`config.mk`:
```
export PLATFORM = sky130hd
export DESIGN_NAME = iir_transposed_df2_filter
export DESIGN_NICKNAME = d
export VERILOG_FILES = /design/src/iir_tdf2_pkg.sv /design/src/iir_tdf2_regs.sv /design/src/iir_tdf2_mul.sv /design/src/iir_transposed_df2_filter.sv
export SDC_FILE = /design/constraint.sdc
export NUM_CORES = 1
export LEC_CHECK = 0
export BUFFER_PORTS_ARGS = -buffer_cell sky130_fd_sc_hd__buf_2
export CAP_MARGIN = 20
export CELL_PAD_IN_SITES_DETAIL_PLACEMENT = 1
export CELL_PAD_IN_SITES_GLOBAL_PLACEMENT = 1
export CORE_ASPECT_RATIO = 1.25
export CORE_UTILIZATION = 50
export CTS_BUF_LIST = sky130_fd_sc_hd__clkbuf_4
export DETAILED_ROUTE_END_ITERATION = 6
export GPL_TIMING_DRIVEN = 0
export PLACE_DENSITY_LB_ADDON = 0.3
export SYNTH_ARGS = -nofsm -noshare
export SYNTH_HDL_FRONTEND = slang
export SYNTH_SLANG_ARGS = --single-unit
```
`constraint.sdc`:
```
create_clock -name clk -period 7 [get_ports clk]
set_input_delay 0 -clock clk [delete_from_list [all_inputs] [get_ports clk]]
set_output_delay 0 -clock clk [all_outputs]
set_load 0.02 [all_outputs]
```
`src/iir_tdf2_pkg.sv`:
```
package iir_tdf2_pkg;

  localparam int DATA_W    = 16;
  localparam int COEF_W    = 16;
  localparam int DLY_W     = 40;
  localparam int ACC_W     = DLY_W + 2;
  localparam int PROD_W    = DATA_W + COEF_W;
  localparam int DIGIT_W   = 4;
  localparam int ADDR_W    = 5;
  localparam int PDATA_W   = 32;

  localparam int ORDER_DEF          = 2;
  localparam int COEF_FRAC_BITS_DEF = 14;

  typedef enum logic [2:0] {
    REG_B0    = 3'd0,
    REG_B1    = 3'd1,
    REG_B2    = 3'd2,
    REG_A1    = 3'd3,
    REG_A2    = 3'd4,
    REG_FIR   = 3'd5,
    REG_ORDER = 3'd6
  } reg_idx_t;

  typedef struct packed {
    logic signed [COEF_W-1:0] b0;
    logic signed [COEF_W-1:0] b1;
    logic signed [COEF_W-1:0] b2;
    logic signed [COEF_W-1:0] a1;
    logic signed [COEF_W-1:0] a2;
    logic                     fir_mode;
    logic [1:0]               order_in_use;
  } cfg_t;

endpackage

```
`src/iir_tdf2_regs.sv`:
```
module iir_tdf2_regs (
  input  logic                               clk,
  input  logic                               rst,
  input  logic                               psel,
  input  logic                               penable,
  input  logic                               pwrite,
  input  logic [iir_tdf2_pkg::ADDR_W-1:0]    paddr,
  input  logic [iir_tdf2_pkg::PDATA_W-1:0]   pwdata,
  output logic [iir_tdf2_pkg::PDATA_W-1:0]   prdata,
  output logic                               pready,
  output iir_tdf2_pkg::cfg_t                 cfg
);

  localparam int CW = iir_tdf2_pkg::COEF_W;
  localparam int DW = iir_tdf2_pkg::PDATA_W;

  logic [2:0] idx;
  logic       wr_en;

  assign idx    = paddr[iir_tdf2_pkg::ADDR_W-1:2];
  assign wr_en  = psel && penable && pwrite;
  assign pready = 1'b1;

  always_ff @(posedge clk) begin
    if (rst) begin
      cfg.b0           <= CW'(16384);
      cfg.b1           <= '0;
      cfg.b2           <= '0;
      cfg.a1           <= '0;
      cfg.a2           <= '0;
      cfg.fir_mode     <= 1'b0;
      cfg.order_in_use <= 2'd2;
    end else if (wr_en) begin
      unique case (idx)
        iir_tdf2_pkg::REG_B0:    cfg.b0           <= pwdata[CW-1:0];
        iir_tdf2_pkg::REG_B1:    cfg.b1           <= pwdata[CW-1:0];
        iir_tdf2_pkg::REG_B2:    cfg.b2           <= pwdata[CW-1:0];
        iir_tdf2_pkg::REG_A1:    cfg.a1           <= pwdata[CW-1:0];
        iir_tdf2_pkg::REG_A2:    cfg.a2           <= pwdata[CW-1:0];
        iir_tdf2_pkg::REG_FIR:   cfg.fir_mode     <= pwdata[0];
        iir_tdf2_pkg::REG_ORDER: cfg.order_in_use <= pwdata[1:0];
        default: ;
      endcase
    end
  end

  always_comb begin
    unique case (idx)
      iir_tdf2_pkg::REG_B0:    prdata = DW'(unsigned'(cfg.b0));
      iir_tdf2_pkg::REG_B1:    prdata = DW'(unsigned'(cfg.b1));
      iir_tdf2_pkg::REG_B2:    prdata = DW'(unsigned'(cfg.b2));
      iir_tdf2_pkg::REG_A1:    prdata = DW'(unsigned'(cfg.a1));
      iir_tdf2_pkg::REG_A2:    prdata = DW'(unsigned'(cfg.a2));
      iir_tdf2_pkg::REG_FIR:   prdata = DW'(cfg.fir_mode);
      iir_tdf2_pkg::REG_ORDER: prdata = DW'(cfg.order_in_use);
      default:                 prdata = '0;
    endcase
  end

endmodule

```
`src/iir_tdf2_mul.sv`:
```
module iir_tdf2_mul (
  input  logic                                     clk,
  input  logic                                     rst,
  input  logic                                     start,
  input  logic signed [iir_tdf2_pkg::COEF_W-1:0]   coef,
  input  logic signed [iir_tdf2_pkg::DATA_W-1:0]   operand,
  output logic                                     done,
  output logic signed [iir_tdf2_pkg::PROD_W-1:0]   product
);

  localparam int CW    = iir_tdf2_pkg::COEF_W;
  localparam int XW    = iir_tdf2_pkg::DATA_W;
  localparam int DG    = iir_tdf2_pkg::DIGIT_W;
  localparam int NDIG  = XW / DG;
  localparam int CNT_W = (NDIG > 1) ? $clog2(NDIG) : 1;
  localparam int HI_W  = CW + 2;
  localparam int PP_W  = CW + DG + 1;
  localparam int SUM_W = HI_W + DG;

  logic                     busy;
  logic [CNT_W-1:0]         cnt;
  logic signed [CW-1:0]     mcand;
  logic [XW-1:0]            mplier;
  logic signed [HI_W-1:0]   hi;
  logic [XW-1:0]            lo;

  logic                     last;
  logic signed [DG:0]       digit;
  logic signed [PP_W-1:0]   pp;
  logic signed [SUM_W-1:0]  sum;

  // top digit of the operand carries its sign
  assign last    = (cnt == CNT_W'(NDIG - 1));
  assign digit   = {last & mplier[DG-1], mplier[DG-1:0]};
  assign pp      = mcand * digit;
  assign sum     = SUM_W'(hi) + SUM_W'(pp);
  assign product = {hi[CW-1:0], lo};

  always_ff @(posedge clk) begin
    if (rst) begin
      busy <= 1'b0;
      done <= 1'b0;
      cnt  <= '0;
    end else begin
      done <= 1'b0;
      if (start) begin
        busy   <= 1'b1;
        cnt    <= '0;
        mcand  <= coef;
        mplier <= operand;
        hi     <= '0;
      end else if (busy) begin
        mplier <= mplier >> DG;
        hi     <= sum[SUM_W-1:DG];
        lo     <= {sum[DG-1:0], lo[XW-1:DG]};
        cnt    <= cnt + CNT_W'(1);
        if (last) begin
          busy <= 1'b0;
          done <= 1'b1;
        end
      end
    end
  end

endmodule

```
`src/iir_transposed_df2_filter.sv`:
```
// Transposed direct form II IIR filter, order one or two, on signed Q1.15
// samples with Q2.14 coefficients set over the APB port. Each transaction on
// the sample side yields one transaction on the output side: y = round(b0*x +
// d0) saturated to 16 bits, with clipped set when y or a 40-bit delay state
// saturated. All five products go through one shared digit-serial multiplier
// that takes four bits of the sample or output per cycle; a sample is only
// accepted once the previous one has gone through every product step and into
// the output register. While a finished result waits there, the next sample
// is accepted. The delay line is cleared by reset.
module iir_transposed_df2_filter #(
  parameter int ORDER          = iir_tdf2_pkg::ORDER_DEF,
  parameter int COEF_FRAC_BITS = iir_tdf2_pkg::COEF_FRAC_BITS_DEF
) (
  input  logic                                    clk,
  input  logic                                    rst,
  input  logic                                    psel,
  input  logic                                    penable,
  input  logic                                    pwrite,
  input  logic [iir_tdf2_pkg::ADDR_W-1:0]         paddr,
  input  logic [iir_tdf2_pkg::PDATA_W-1:0]        pwdata,
  output logic [iir_tdf2_pkg::PDATA_W-1:0]        prdata,
  output logic                                    pready,
  input  logic                                    in_valid,
  output logic                                    in_ready,
  input  logic signed [iir_tdf2_pkg::DATA_W-1:0]  sample,
  output logic                                    out_valid,
  input  logic                                    out_ready,
  output logic signed [iir_tdf2_pkg::DATA_W-1:0]  filtered,
  output logic                                    clipped
);

  localparam int XW   = iir_tdf2_pkg::DATA_W;
  localparam int CW   = iir_tdf2_pkg::COEF_W;
  localparam int DW   = iir_tdf2_pkg::DLY_W;
  localparam int AW   = iir_tdf2_pkg::ACC_W;
  localparam int PW   = iir_tdf2_pkg::PROD_W;
  localparam logic signed [AW-1:0] RND = AW'(1) << (COEF_FRAC_BITS - 1);

  typedef enum logic [3:0] {
    S_IDLE, S_B0, S_Y, S_B1, S_A1, S_N0, S_B2, S_A2, S_N1, S_OUT
  } state_t;

  iir_tdf2_pkg::cfg_t cfg;

  state_t                state;
  logic signed [XW-1:0]  x;
  logic signed [XW-1:0]  y;
  logic signed [AW-1:0]  acc;
  logic signed [DW-1:0]  d0;
  logic signed [DW-1:0]  d1;
  logic                  clip;
  logic                  mul_start;
  logic signed [CW-1:0]  mul_coef;
  logic signed [XW-1:0]  mul_op;
  logic                  mul_done;
  logic signed [PW-1:0]  mul_prod;

  logic                  second;
  logic                  fb;
  logic signed [AW-1:0]  prod_ext;
  logic signed [AW-1:0]  acc_shr;
  logic                  y_ovf;
  logic signed [XW-1:0]  y_sat;
  logic                  d_ovf;
  logic signed [DW-1:0]  d_sat;

  iir_tdf2_regs u_regs (
    .clk     (clk),
    .rst     (rst),
    .psel    (psel),
    .penable (penable),
    .pwrite  (pwrite),
    .paddr   (paddr),
    .pwdata  (pwdata),
    .prdata  (prdata),
    .pready  (pready),
    .cfg     (cfg)
  );

  iir_tdf2_mul u_mul (
    .clk     (clk),
    .rst     (rst),
    .start   (mul_start),
    .coef    (mul_coef),
    .operand (mul_op),
    .done    (mul_done),
    .product (mul_prod)
  );

  assign second   = (ORDER >= 2) && (cfg.order_in_use != 2'd1);
  assign fb       = !cfg.fir_mode;
  assign in_ready = (state == S_IDLE);
  assign prod_ext = AW'(mul_prod);

  assign acc_shr = acc >>> COEF_FRAC_BITS;
  assign y_ovf   = (acc_shr[AW-1:XW-1] != {(AW-XW+1){acc_shr[XW-1]}});
  assign y_sat   = y_ovf ? (acc_shr[AW-1] ? {1'b1, {(XW-1){1'b0}}} : {1'b0, {(XW-1){1'b1}}})
                         : acc_shr[XW-1:0];

  assign d_ovf = (acc[AW-1:DW-1] != {(AW-DW+1){acc[DW-1]}});
  assign d_sat = d_ovf ? (acc[AW-1] ? {1'b1, {(DW-1){1'b0}}} : {1'b0, {(DW-1){1'b1}}})
                       : acc[DW-1:0];

  always_ff @(posedge clk) begin
    if (rst) begin
      state     <= S_IDLE;
      d0        <= '0;
      d1        <= '0;
      mul_start <= 1'b0;
      out_valid <= 1'b0;
      clip      <= 1'b0;
    end else begin
      mul_start <= 1'b0;
      if (out_ready && state != S_OUT) begin
        out_valid <= 1'b0;
      end
      unique case (state)
        S_IDLE: begin
          if (in_valid) begin
            x         <= sample;
            acc       <= AW'(d0) + RND;
            clip      <= 1'b0;
            mul_coef  <= cfg.b0;
            mul_op    <= sample;
            mul_start <= 1'b1;
            state     <= S_B0;
          end
        end
        S_B0: begin
          if (mul_done) begin
            acc   <= acc + prod_ext;
            state <= S_Y;
          end
        end
        S_Y: begin
          y         <= y_sat;
          clip      <= clip | y_ovf;
          acc       <= second ? AW'(d1) : '0;
          mul_coef  <= cfg.b1;
          mul_op    <= x;
          mul_start <= 1'b1;
          state     <= S_B1;
        end
        S_B1: begin
          if (mul_done) begin
            acc       <= acc + prod_ext;
            mul_coef  <= fb ? cfg.a1 : '0;
            mul_op    <= y;
            mul_start <= 1'b1;
            state     <= S_A1;
          end
        end
        S_A1: begin
          if (mul_done) begin
            acc   <= acc - prod_ext;
            state <= S_N0;
          end
        end
        S_N0: begin
          d0        <= d_sat;
          clip      <= clip | d_ovf;
          acc       <= '0;
          mul_coef  <= second ? cfg.b2 : '0;
          mul_op    <= x;
          mul_start <= 1'b1;
          state     <= S_B2;
        end
        S_B2: begin
          if (mul_done) begin
            acc       <= acc + prod_ext;
            mul_coef  <= (second && fb) ? cfg.a2 : '0;
            mul_op    <= y;
            mul_start <= 1'b1;
            state     <= S_A2;
          end
        end
        S_A2: begin
          if (mul_done) begin
            acc   <= acc - prod_ext;
            state <= S_N1;
          end
        end
        S_N1: begin
          d1    <= second ? d_sat : '0;
          clip  <= clip | (second & d_ovf);
          state <= S_OUT;
        end
        S_OUT: begin
          if (!out_valid || out_ready) begin
            out_valid <= 1'b1;
            filtered  <= y;
            clipped   <= clip;
            state     <= S_IDLE;
          end
        end
        default: state <= S_IDLE;
      endcase
    end
  end

  a_done_in_mul_state: assert property (@(posedge clk) disable iff (rst)
    mul_done |-> (state == S_B0 || state == S_B1 || state == S_A1 ||
                  state == S_B2 || state == S_A2))
    else $error("multiplier result arrived outside a product step");

  a_accept_blocks: assert property (@(posedge clk) disable iff (rst)
    (in_valid && in_ready) |=> (!in_ready && state == S_B0))
    else $error("sample transaction did not start the b0 product");

  a_d1_cleared: assert property (@(posedge clk) disable iff (rst)
    (state == S_N1 && !second) |=> (d1 == '0))
    else $error("second delay not held at zero at order one");

  a_out_load: assert property (@(posedge clk) disable iff (rst)
    (state == S_OUT && (!out_valid || out_ready)) |=> (out_valid && state == S_IDLE))
    else $error("finished result not loaded into output register");

endmodule

```
* After elaboration in Yosys (flattened, before gate mapping) *
Cells that the tools add are included.

cells by class
  $add $sub $neg = 5
  multipliers = 1
  equal/unequal tests = 30
  mux-type cells = 44
  bitwise operators = 8
  reductions and logical operators = 38

operator list
  kind                                                                     number
  42-bit case mux with 5 select lines                                      1
  16-bit two-way mux                                                       12
  42-bit two-way mux                                                       4
  40-bit two-way mux                                                       3
  16-bit case mux with 7 select lines                                      1
  16-bit case mux with 5 select lines                                      1
  16-bit case mux with 3 select lines                                      1
  42-bit by 32-bit adder with 42-bit output                                1
  42-bit by 32-bit subtractor with 42-bit output                           1
  40-bit by 15-bit adder with 41-bit output, second input constant         1
  4-bit case mux with 10 select lines                                      1
  4-bit two-way mux                                                        7
  26-bit inequality test                                                   1
  18-bit by 21-bit adder with 22-bit output                                1
  2-bit AND reduction                                                      11
  16-bit by 5-bit multiplier with 21-bit output                            1
  18-bit two-way mux                                                       1
  2-bit by 1-bit inequality test with 1-bit output, second input constant  9
  4-bit by 3-bit == test with 1-bit output, second input constant          4
  1-bit two-way mux                                                        10
  5-bit AND reduction                                                      2
  5-bit nonzero test                                                       2
  3-bit == test, second input constant                                     3
  3-bit AND reduction                                                      3
  other kinds (27)                                                         44

storage, ports and cells
  bits in registers = 363
  input port bits = 60
  output and inout bits = 52
  logic and storage cells = 153

* Logic depth before layout (Yosys ltp) *
Gate-level depths: netlist (run 1).

  depth after elaboration = 5
  depth in mapped cells = 21
  depth with buffers taken out = 20

* Hierarchy *
From an unflattened synthesis (run 1), not the netlist that was laid out.

unflattened totals
  cells, all modules = 2329
  area, all modules = 22331.4 um^2

by module, submodules not included
  module                     instances  cells an instance  area each (um^2)  seq. area each (um^2)
  iir_transposed_df2_filter  1          1344               12167.9           5435.2
  iir_tdf2_mul               1          548                6034.5            2062.0
  iir_tdf2_regs              1          437                4129.0            1661.6

* Worst setup path before layout (run 1) *
No wires, ideal clock.

  path type = register -> register
  from = register u_mul.cnt[0]
  to = register u_mul.hi[14], data pin
  library setup time = 0.266 ns
  data arrival time = 4.968 ns
  path slack = 1.766 ns
  stages on the path, launching flop included = 19
  path buffers = 0
  clock period less this slack = 5.234 ns
  path through = dfxtp_1 ha_1 nand2_1 or2_2 fa_1 fa_1 fa_1 inv_1 fa_1 ha_1 a21o_1 a21o_1 a211oi_2 o21ai_1 a31oi_1 o221ai_1 o41ai_1 xor2_1 nor2_1

on the way
  cells in the longest elaborated chain, start to end = 5

RTL lines
  what                                           line                text
  from (decl)                                    iir_tdf2_mul.sv:21  logic [CNT_W-1:0] cnt;
  from (signal assigned)                         iir_tdf2_mul.sv:56  cnt <= cnt + CNT_W'(1);
  2-bit == test                                  iir_tdf2_mul.sv:33  assign last = (cnt == CNT_W'(NDIG - 1));
  via u_mul.last                                 iir_tdf2_mul.sv:27  logic last;
  1-bit bitwise AND                              iir_tdf2_mul.sv:34  assign digit = {last & mplier[DG-1], mplier[DG-1:0]};
  16-bit by 5-bit multiplier with 21-bit output  iir_tdf2_mul.sv:35  assign pp = mcand * digit;
  18-bit by 21-bit adder with 22-bit output      iir_tdf2_mul.sv:36  assign sum = SUM_W'(hi) + SUM_W'(pp);
  18-bit two-way mux                             iir_tdf2_mul.sv:52  end else if (busy) begin
  to (signal assigned)                           iir_tdf2_mul.sv:54  hi <= sum[SUM_W-1:DG];
  to (decl)                                      iir_tdf2_mul.sv:24  logic signed [HI_W-1:0] hi;

The timed path passes the listed nets, and every way through them passes these cells. The select of a mux whose other input is x is not followed.
A chain may end at the register's enable or synchronous reset.

* Final worst setup path (run 1) *
  from = register u_mul.mplier[3]
  to = register u_mul.hi[14], data pin

on the way
  cells in the longest elaborated chain, start to end = 4

RTL lines
  what                                               line                text
  from (decl)                                        iir_tdf2_mul.sv:23  logic [XW-1:0] mplier;
  from (signal assigned)                             iir_tdf2_mul.sv:50  mplier <= operand;
  from (signal assigned)                             iir_tdf2_mul.sv:53  mplier <= mplier >> DG;
  1-bit bitwise AND                                  iir_tdf2_mul.sv:34
  16-bit by 5-bit multiplier with 21-bit output (*)  iir_tdf2_mul.sv:35
  18-bit by 21-bit adder with 22-bit output (*)      iir_tdf2_mul.sv:36
  18-bit two-way mux (*)                             iir_tdf2_mul.sv:52

Every way passes the cells marked *; elsewhere a longest branch is shown, timed or not. The select of a mux whose other input is x is not followed.

==> results of run 1 <==
==> power by group through the flow <==
stage          logic (uW)  registers, uW  clock network (uW)
2_1_floorplan        4970           3230                   0
3_3_place_gp         6330           3420                   0
3_5_place_dp         6740           3420                   0
4_1_cts              6850           3370                1970
5_1_grt              7680           3410                2070
6_report             6880           3380                1960
==> cells by family after synthesis <==
group | synth area share (%)
and+or+nand+nor | 17.0
AOI/OAI and AO/OA | 16.2
DFF | 42.7
buffers and inverters | 5.06
adders and majority gates | 11.6
xor gates and xnor gates | 4.58
muxes | 2.74
other | 0.0350
==> cell usage after synthesis (5+ instances only) <==
cell and n:
o21ai_1 15, nand2_1 317, mux2i_1 7, and4_1 6
o221ai_1 9, o21bai_1 13, o211ai_1 6, and2_1 65
ha_1 87, buf_4 17, nor3_1 24, nor2_1 192
nand3b_1 8, fa_1 70, nor3b_1 7, buf_1 5
nand3_1 34, a31oi_1 28, inv_1 130, a211o_1 5
o31ai_1 10, mux2_2 14, nand2b_1 25, mux4_2 15
nand4_1 19, a22oi_1 79, a21oi_1 227, o21ai_0 107
xor2_1 46, clkbuf_1 113, dfxtp_1 174, xnor2_1 66
or3_1 36, and3_1 15, a211oi_1 5, nor2b_1 14
or2_2 6, a21o_1 36, edfxtp_1 189
==> tightest hold or removal path, delay by kind of cell <==
family                 cells  cell delay [ps]
buffers and inverters      2              640
AND/OR/NAND/NOR            2              140
==> final timing paths <==
path,startpoint,to,slack [ps],cells past startpoint
max,u_mul.mplier[3],u_mul.hi[14],860,17
min reg2reg,mul_coef[8],u_mul.mcand[8],400,0
min,sample[2],mul_op[2],40,4
max reg2reg,u_mul.mplier[3],u_mul.hi[14],860,17
==> per-layer routing <==
layer | track usage (%) | up-vias | routed length, um
met5 | 0 | - | 13
met4 | 20.9 | 2 | 3880
met2 | 60.2 | 575 | 37100
met1 | 35.7 | 9383 | 27200
li1 | - | 8622 | -
met3 | 4.88 | 190 | 3020
==> through the flow <==
stage	power, uW	worst slack, ps	instances
2_1_floorplan	8200	1770	2311
3_3_place_gp	9750	557	2943
3_5_place_dp	10200	984	2953
4_1_cts	12200	929	3203
5_1_grt	13200	445	3206
6_report	12200	858	3206
==> state kept, by name (all words and copies together), names as in the netlist, 18 cells and up <==
signal,flops
acc,42
d0,40
u_mul.hi,18
u_regs.cfg,83
d1,40
==> final cells by class <==
type	instances	area [um^2]
antenna	1	2.50
buffer	140	596
clock buffer	139	1040
clock inverter	30	190
fill	4916	17400
inverter	130	488
multi-input combinational	1678	11300
sequential	363	9160
tap	559	699
timing repair buffer	166	1310
==> impl_metrics.csv, run 1 <==
group,metric,value,unit
timing,min_period_over_period,87.7,%
yosys,synth.yosys.warnings,0,
place,place.port_buffers,73,
global_route,grt_pass1_wl,111000,um
pwr,p_leak,0.00951,uW
yosys,ys_seq_elements,363,
critical_path,slowest_delay,550,ps
floorplanning,start_util,50.8,%
finish,area_growth,15.5,%
pwr,power_density,494,nW/um^2
routing,via_count,18800,
timing,finClkSkew,50.2,ps
finish,finalNetCount,2790,
routing,drt-total-wl,71200,um
finish,design_area,24800,um^2
clock_tree,postCtsSetupBuffers,0,
pwr,seqPwrFrac,27.7,%
finish,layout_common_cells,"nand2_1, a21oi_1, nor2_1",
timing,relSlewSlack,26.3,%
clock_tree,htreeDepth,3,
finish,layout_commonest_cell,"nand2_1",
pwr,p_clk_share,16.0,%
timing,fmax,163,MHz
clock_tree,cts_buffer_depth,3,
routing,drt_pre_antenna_iters,5,
timing,tightest_slew,1110,ps
clock_tree,cts_resized,0,
global_route,grt_pass1_vias,20300,
critical_path,critPathArrivalTime,6690,ps
floorplanning,die_w,187,um
floorplanning,core,42100,um^2
floorplanning,dieHeight,233,um
yosys,synthTopCellsByArea,"edfxtp_1, dfxtp_1, fa_1, nand2_1, a21oi_1",
yosys,synth_area,21400,um^2
critical_path,crit_fanout,10,
critical_path,crit_chain,"nand2_1 > clkbuf_1 > fa_1 > fa_1 > fa_1 > inv_1 > fa_1 > ha_1 > a21o_1 > a21o_1 > a211oi_2 > o21ai_1 > a31oi_1 > o221ai_1 > o41ai_1 > xor2_1 > nor2_1",
yosys,synth.distinct_cells,72,
finish,final_layout_size_suffix_gt1_share,11.9,%
outcome,outcome,"completed",
place,placed_area,22700,um^2
timing,grt_setup_unrepaired,"false",
critical_path,crit_path_end_kind,"register",
routing,wire_per_inst,22.2,um
place,gp_congestion,0.938,
clock_tree,holdBufCountCts,81,
critical_path,critPathLaunchType,"register",
critical_path,worstPathRequired,7550,ps
floorplanning,row_count,84,
timing,final_hold_viol_count,0,
routing,drc,0,
clock_tree,root_buffer,"clkbuf_4",
finish,utilization,58.7,%
global_route,track_usage,32.9,%
floorplanning,die_area,43700,um^2
global_route,grt_max_degree,34,
clock_tree,cts_tree,"built",
clock_tree,clkLatencyLatePin,860,ps
routing,drtIter0Drc,1191,
pwr,power_frac_comb,56.3,%
yosys,ys_seq_area_share,42.7,%
critical_path,criticalPathCategory,"register to register",
clock_tree,cts_buffers,94,
place,dp.final_hpwl,52000,um
hold_path,hold_path_class,"input port to register",
timing,min_period,6140,ps
pwr,irDropWorstVdd,0.400,mV
pwr,p_sw,5570,uW
yosys,synth_flop_cell,"edfxtp_1",
yosys,synthCells,2296,
yosys,avgSynthCellArea,9.33,um^2
pwr,intPower,6650,uW
timing,drv_slew,0,
yosys,synth_top_area_share,26.5,%
timing,setup_violations,0,
critical_path,worst_path_most_repeated_cell,"fa_1",
job,maxCapViolCount,0,
yosys,yosysTopAreaCell,"edfxtp_1",
clock_tree,clock-sinks,363,
yosys,synth_edf_count,189,
clock_tree,clk_pin_slew,80,ps
routing,vias_per_cell,5.86,
critical_path,cp_slowest_cell,"fa_1",
yosys,async_flop_share,0,%
critical_path,critPathTopFamily,"adder cells",
timing,worst_hold_slack,35.9,ps
global_route,antenna_found_initial,1,
global_route,grt-ovfl-total,0,
routing,detail-route-antenna-nets,0,
pwr,switching_share,45.6,%
critical_path,critPathBufInv,2,
floorplanning,top_level_ports,112,
timing,finalSetupTns,0,ps
(Power assumes the default switching activity.)
==> inputs of run 2 (changes only) <==
- CORE_ASPECT_RATIO: 1.25 -> 0.8
==> impl_metrics.csv, run 2 (synthesis results as in run 1) <==
group,metric,value,unit
outcome,outcome,"finished with violations",
outcome,violations,"design-rule violations",
global_route,antenna_found_initial,3,
finish,top_regs,"u_regs.cfg: 83 flops, acc: 42 flops",
routing,via_count,19600,
routing,vias_per_cell,6.07,
finish,final_layout_size_suffix_gt1_share,11.8,%
critical_path,crit_path_end_kind,"register",
finish,layout_common_cells,"nand2_1, a21oi_1, nor2_1",
timing,worst_hold_slack,97.3,ps
place,numPlacedInstances,2949,
critical_path,r2r_cells,18,
hold_path,worstHoldStart,"sample[14]",
finish,regMostFlops,"u_regs.cfg",
global_route,grt_util_met3,8.77,%
timing,final_hold_viol_count,0,
pwr,p_leak,0.00955,uW
global_route,grt_max_degree,33,
hold_path,hold_depth,4,
floorplanning,core,42100,um^2
hold_path,min_to,"mul_op[14]",
critical_path,regToRegStartpoint,"u_mul.cnt[0]",
finish,area_growth,15.8,%
timing,finClkSkew,77.8,ps
timing,finalSetupTns,0,ps
floorplanning,row_count,67,
floorplanning,die_area,43700,um^2
critical_path,critPathArrivalTime,6740,ps
floorplanning,top_level_ports,112,
floorplanning,dieHeight,187,um
timing,drv_slew,0,
global_route,grt-ovfl-total,0,
routing,drt_pre_antenna_iters,7,
routing,drc,32,
clock_tree,cts_buffer_depth,3,
global_route,grt_pass1_wl,116000,um
critical_path,slowest_delay,550,ps
global_route,grt_pass1_vias,20500,
timing,setup_violations,0,
critical_path,crit_chain,"ha_1 > nand2_1 > clkbuf_1 > fa_1 > fa_1 > fa_1 > inv_1 > fa_1 > ha_1 > a21o_1 > a21o_1 > a211oi_2 > o21ai_1 > a31oi_1 > o221ai_1 > o41ai_1 > xor2_1 > nor2_1",
finish,finalNetCount,2801,
critical_path,r2r_end,"u_mul.hi[14]",
timing,setup_slack,832,ps
routing,drtIter0Drc,1864,
timing,min_period,6170,ps
timing,tightest_slew,1050,ps
floorplanning,die_w,233,um
critical_path,worstPathRequired,7570,ps
clock_tree,clock-sinks,363,
finish,fillerInstances,4860,
clock_tree,htreeDepth,3,
critical_path,cp_slowest_cell,"fa_1",
clock_tree,root_buffer,"clkbuf_4",
pwr,irDropWorstVdd,0.287,mV
timing,fmax,162,MHz
global_route,met1_usage,46.7,%
place,dp_slack,966,ps
critical_path,critPathLaunchType,"register",
floorplanning,start_util,50.9,%
routing,drt-total-wl,76000,um
finish,largest_reg_flops,83,
finish,stdcell_count,3219,
global_route,gr-max-usage-layer,"met2",
timing,grt_setup_unrepaired,"false",
finish,layout_commonest_cell,"nand2_1",
clock_tree,clk_pin_slew,70,ps
clock_tree,clkLatencyLatePin,890,ps
routing,detail-route-antenna-nets,0,
global_route,track_usage,35.0,%
place,gp_congestion,0.955,
clock_tree,cts_tree,"built",
critical_path,ff2ff_setup_slack,830,ps
job,maxCapViolCount,0,
critical_path,crit_fanout,10,
finish,multiInputGateArea,11300,um^2
pwr,power_density,505,nW/um^2
critical_path,worst_path_most_repeated_cell,"fa_1",
place,dp.final_hpwl,54500,um
hold_path,hold_path_class,"input port to register",
finish,utilization,59.0,%
finish,seq_area,9160,um^2
place,place.port_buffers,73,
critical_path,criticalPathCategory,"register to register",
routing,wire_per_inst,23.6,um
clock_tree,cts_buffers,96,
clock_tree,postCtsSetupBuffers,0,
timing,min_period_over_period,88.1,%
global_route,met2_usage,53.4,%
timing,relSlewSlack,29.8,%
## run 2: changes by cell type in the layout (fill, tap and decap cells not counted), sizes merged
| cell | before | now |
|---|---|---|
| buf | 111 | 113 |
| clkbuf | 253 | 254 |
| clkinvlp | 4 | 1 |
| clkinv | 24 | 35 |
| diode | 1 | 3 |
| inv | 130 | 133 |
| bufinv | 2 | 0 |
| dlygate4sd3 | 81 | 87 |
## run 2: layer usage
metal | up-vias | share of wire (%)
li1 | 8661 | -
met2 | 1045 | 44
met1 | 9638 | 42
met5 | - | 0
met3 | 210 | 9.6
met4 | 0 | 4.2
## run 2: area by class of cell
| class | count | share of cell area (%) |
|---|---|---|
| flip-flops and latches | 363 | 36.9 |
| diodes | 3 | 0.0302 |
| clock inverters | 39 | 0.686 |
| plain buffers | 140 | 2.40 |
| clock buffers | 139 | 4.20 |
| inverters | 130 | 1.97 |
| repair buffers | 175 | 5.62 |
| multi-input cells | 1678 | 45.4 |
| well taps | 552 | 2.78 |
## run 2: worst max-delay path by stage
stage / startpoint / endpoint / slack (ps)
final: u_mul.cnt[0] / u_mul.hi[14] / 830
after global routing: u_mul.cnt[0] / u_mul.hi[14] / 690
after CTS: u_mul.cnt[0] / u_mul.hi[14] / 940
after detailed placement: u_mul.cnt[0] / u_mul.hi[14] / 970
after global placement: state[0] / acc[33] / 290
after floorplan: u_mul.cnt[0] / u_mul.hi[14] / 1770
## run 2: per-stage QoR
step	cell area, um^2	total power, uW
final	24800	12500
after CTS	24800	12400
after detailed placement	22700	10400
after global placement	22500	9740
after floorplan	21500	8200
after global routing	24800	13300
## run 2: what timing repair did
action / CTS / global route
resized for setup: 0 / 0
hold endpoints to repair: 156 / 0
hold buffers: 87 / 0
## run 2: critical path: cells and delay by family (launching register included)
family	cells	cell delay, ps
adders and majority gates	6	2660
xor gates and xnor gates	1	200
DFF	1	340
buffers and inverters	2	530
AOI/OAI and AO/OA	7	1800
and+or+nand+nor	2	340
## run 2: power breakdown
part           leakage [uW]  switching, uW  internal (uW)
Combinational       0.00567           4460           2750
Clock              0.000720           1020            921
Sequential          0.00317            420           2970
Total               0.00955           5900           6640
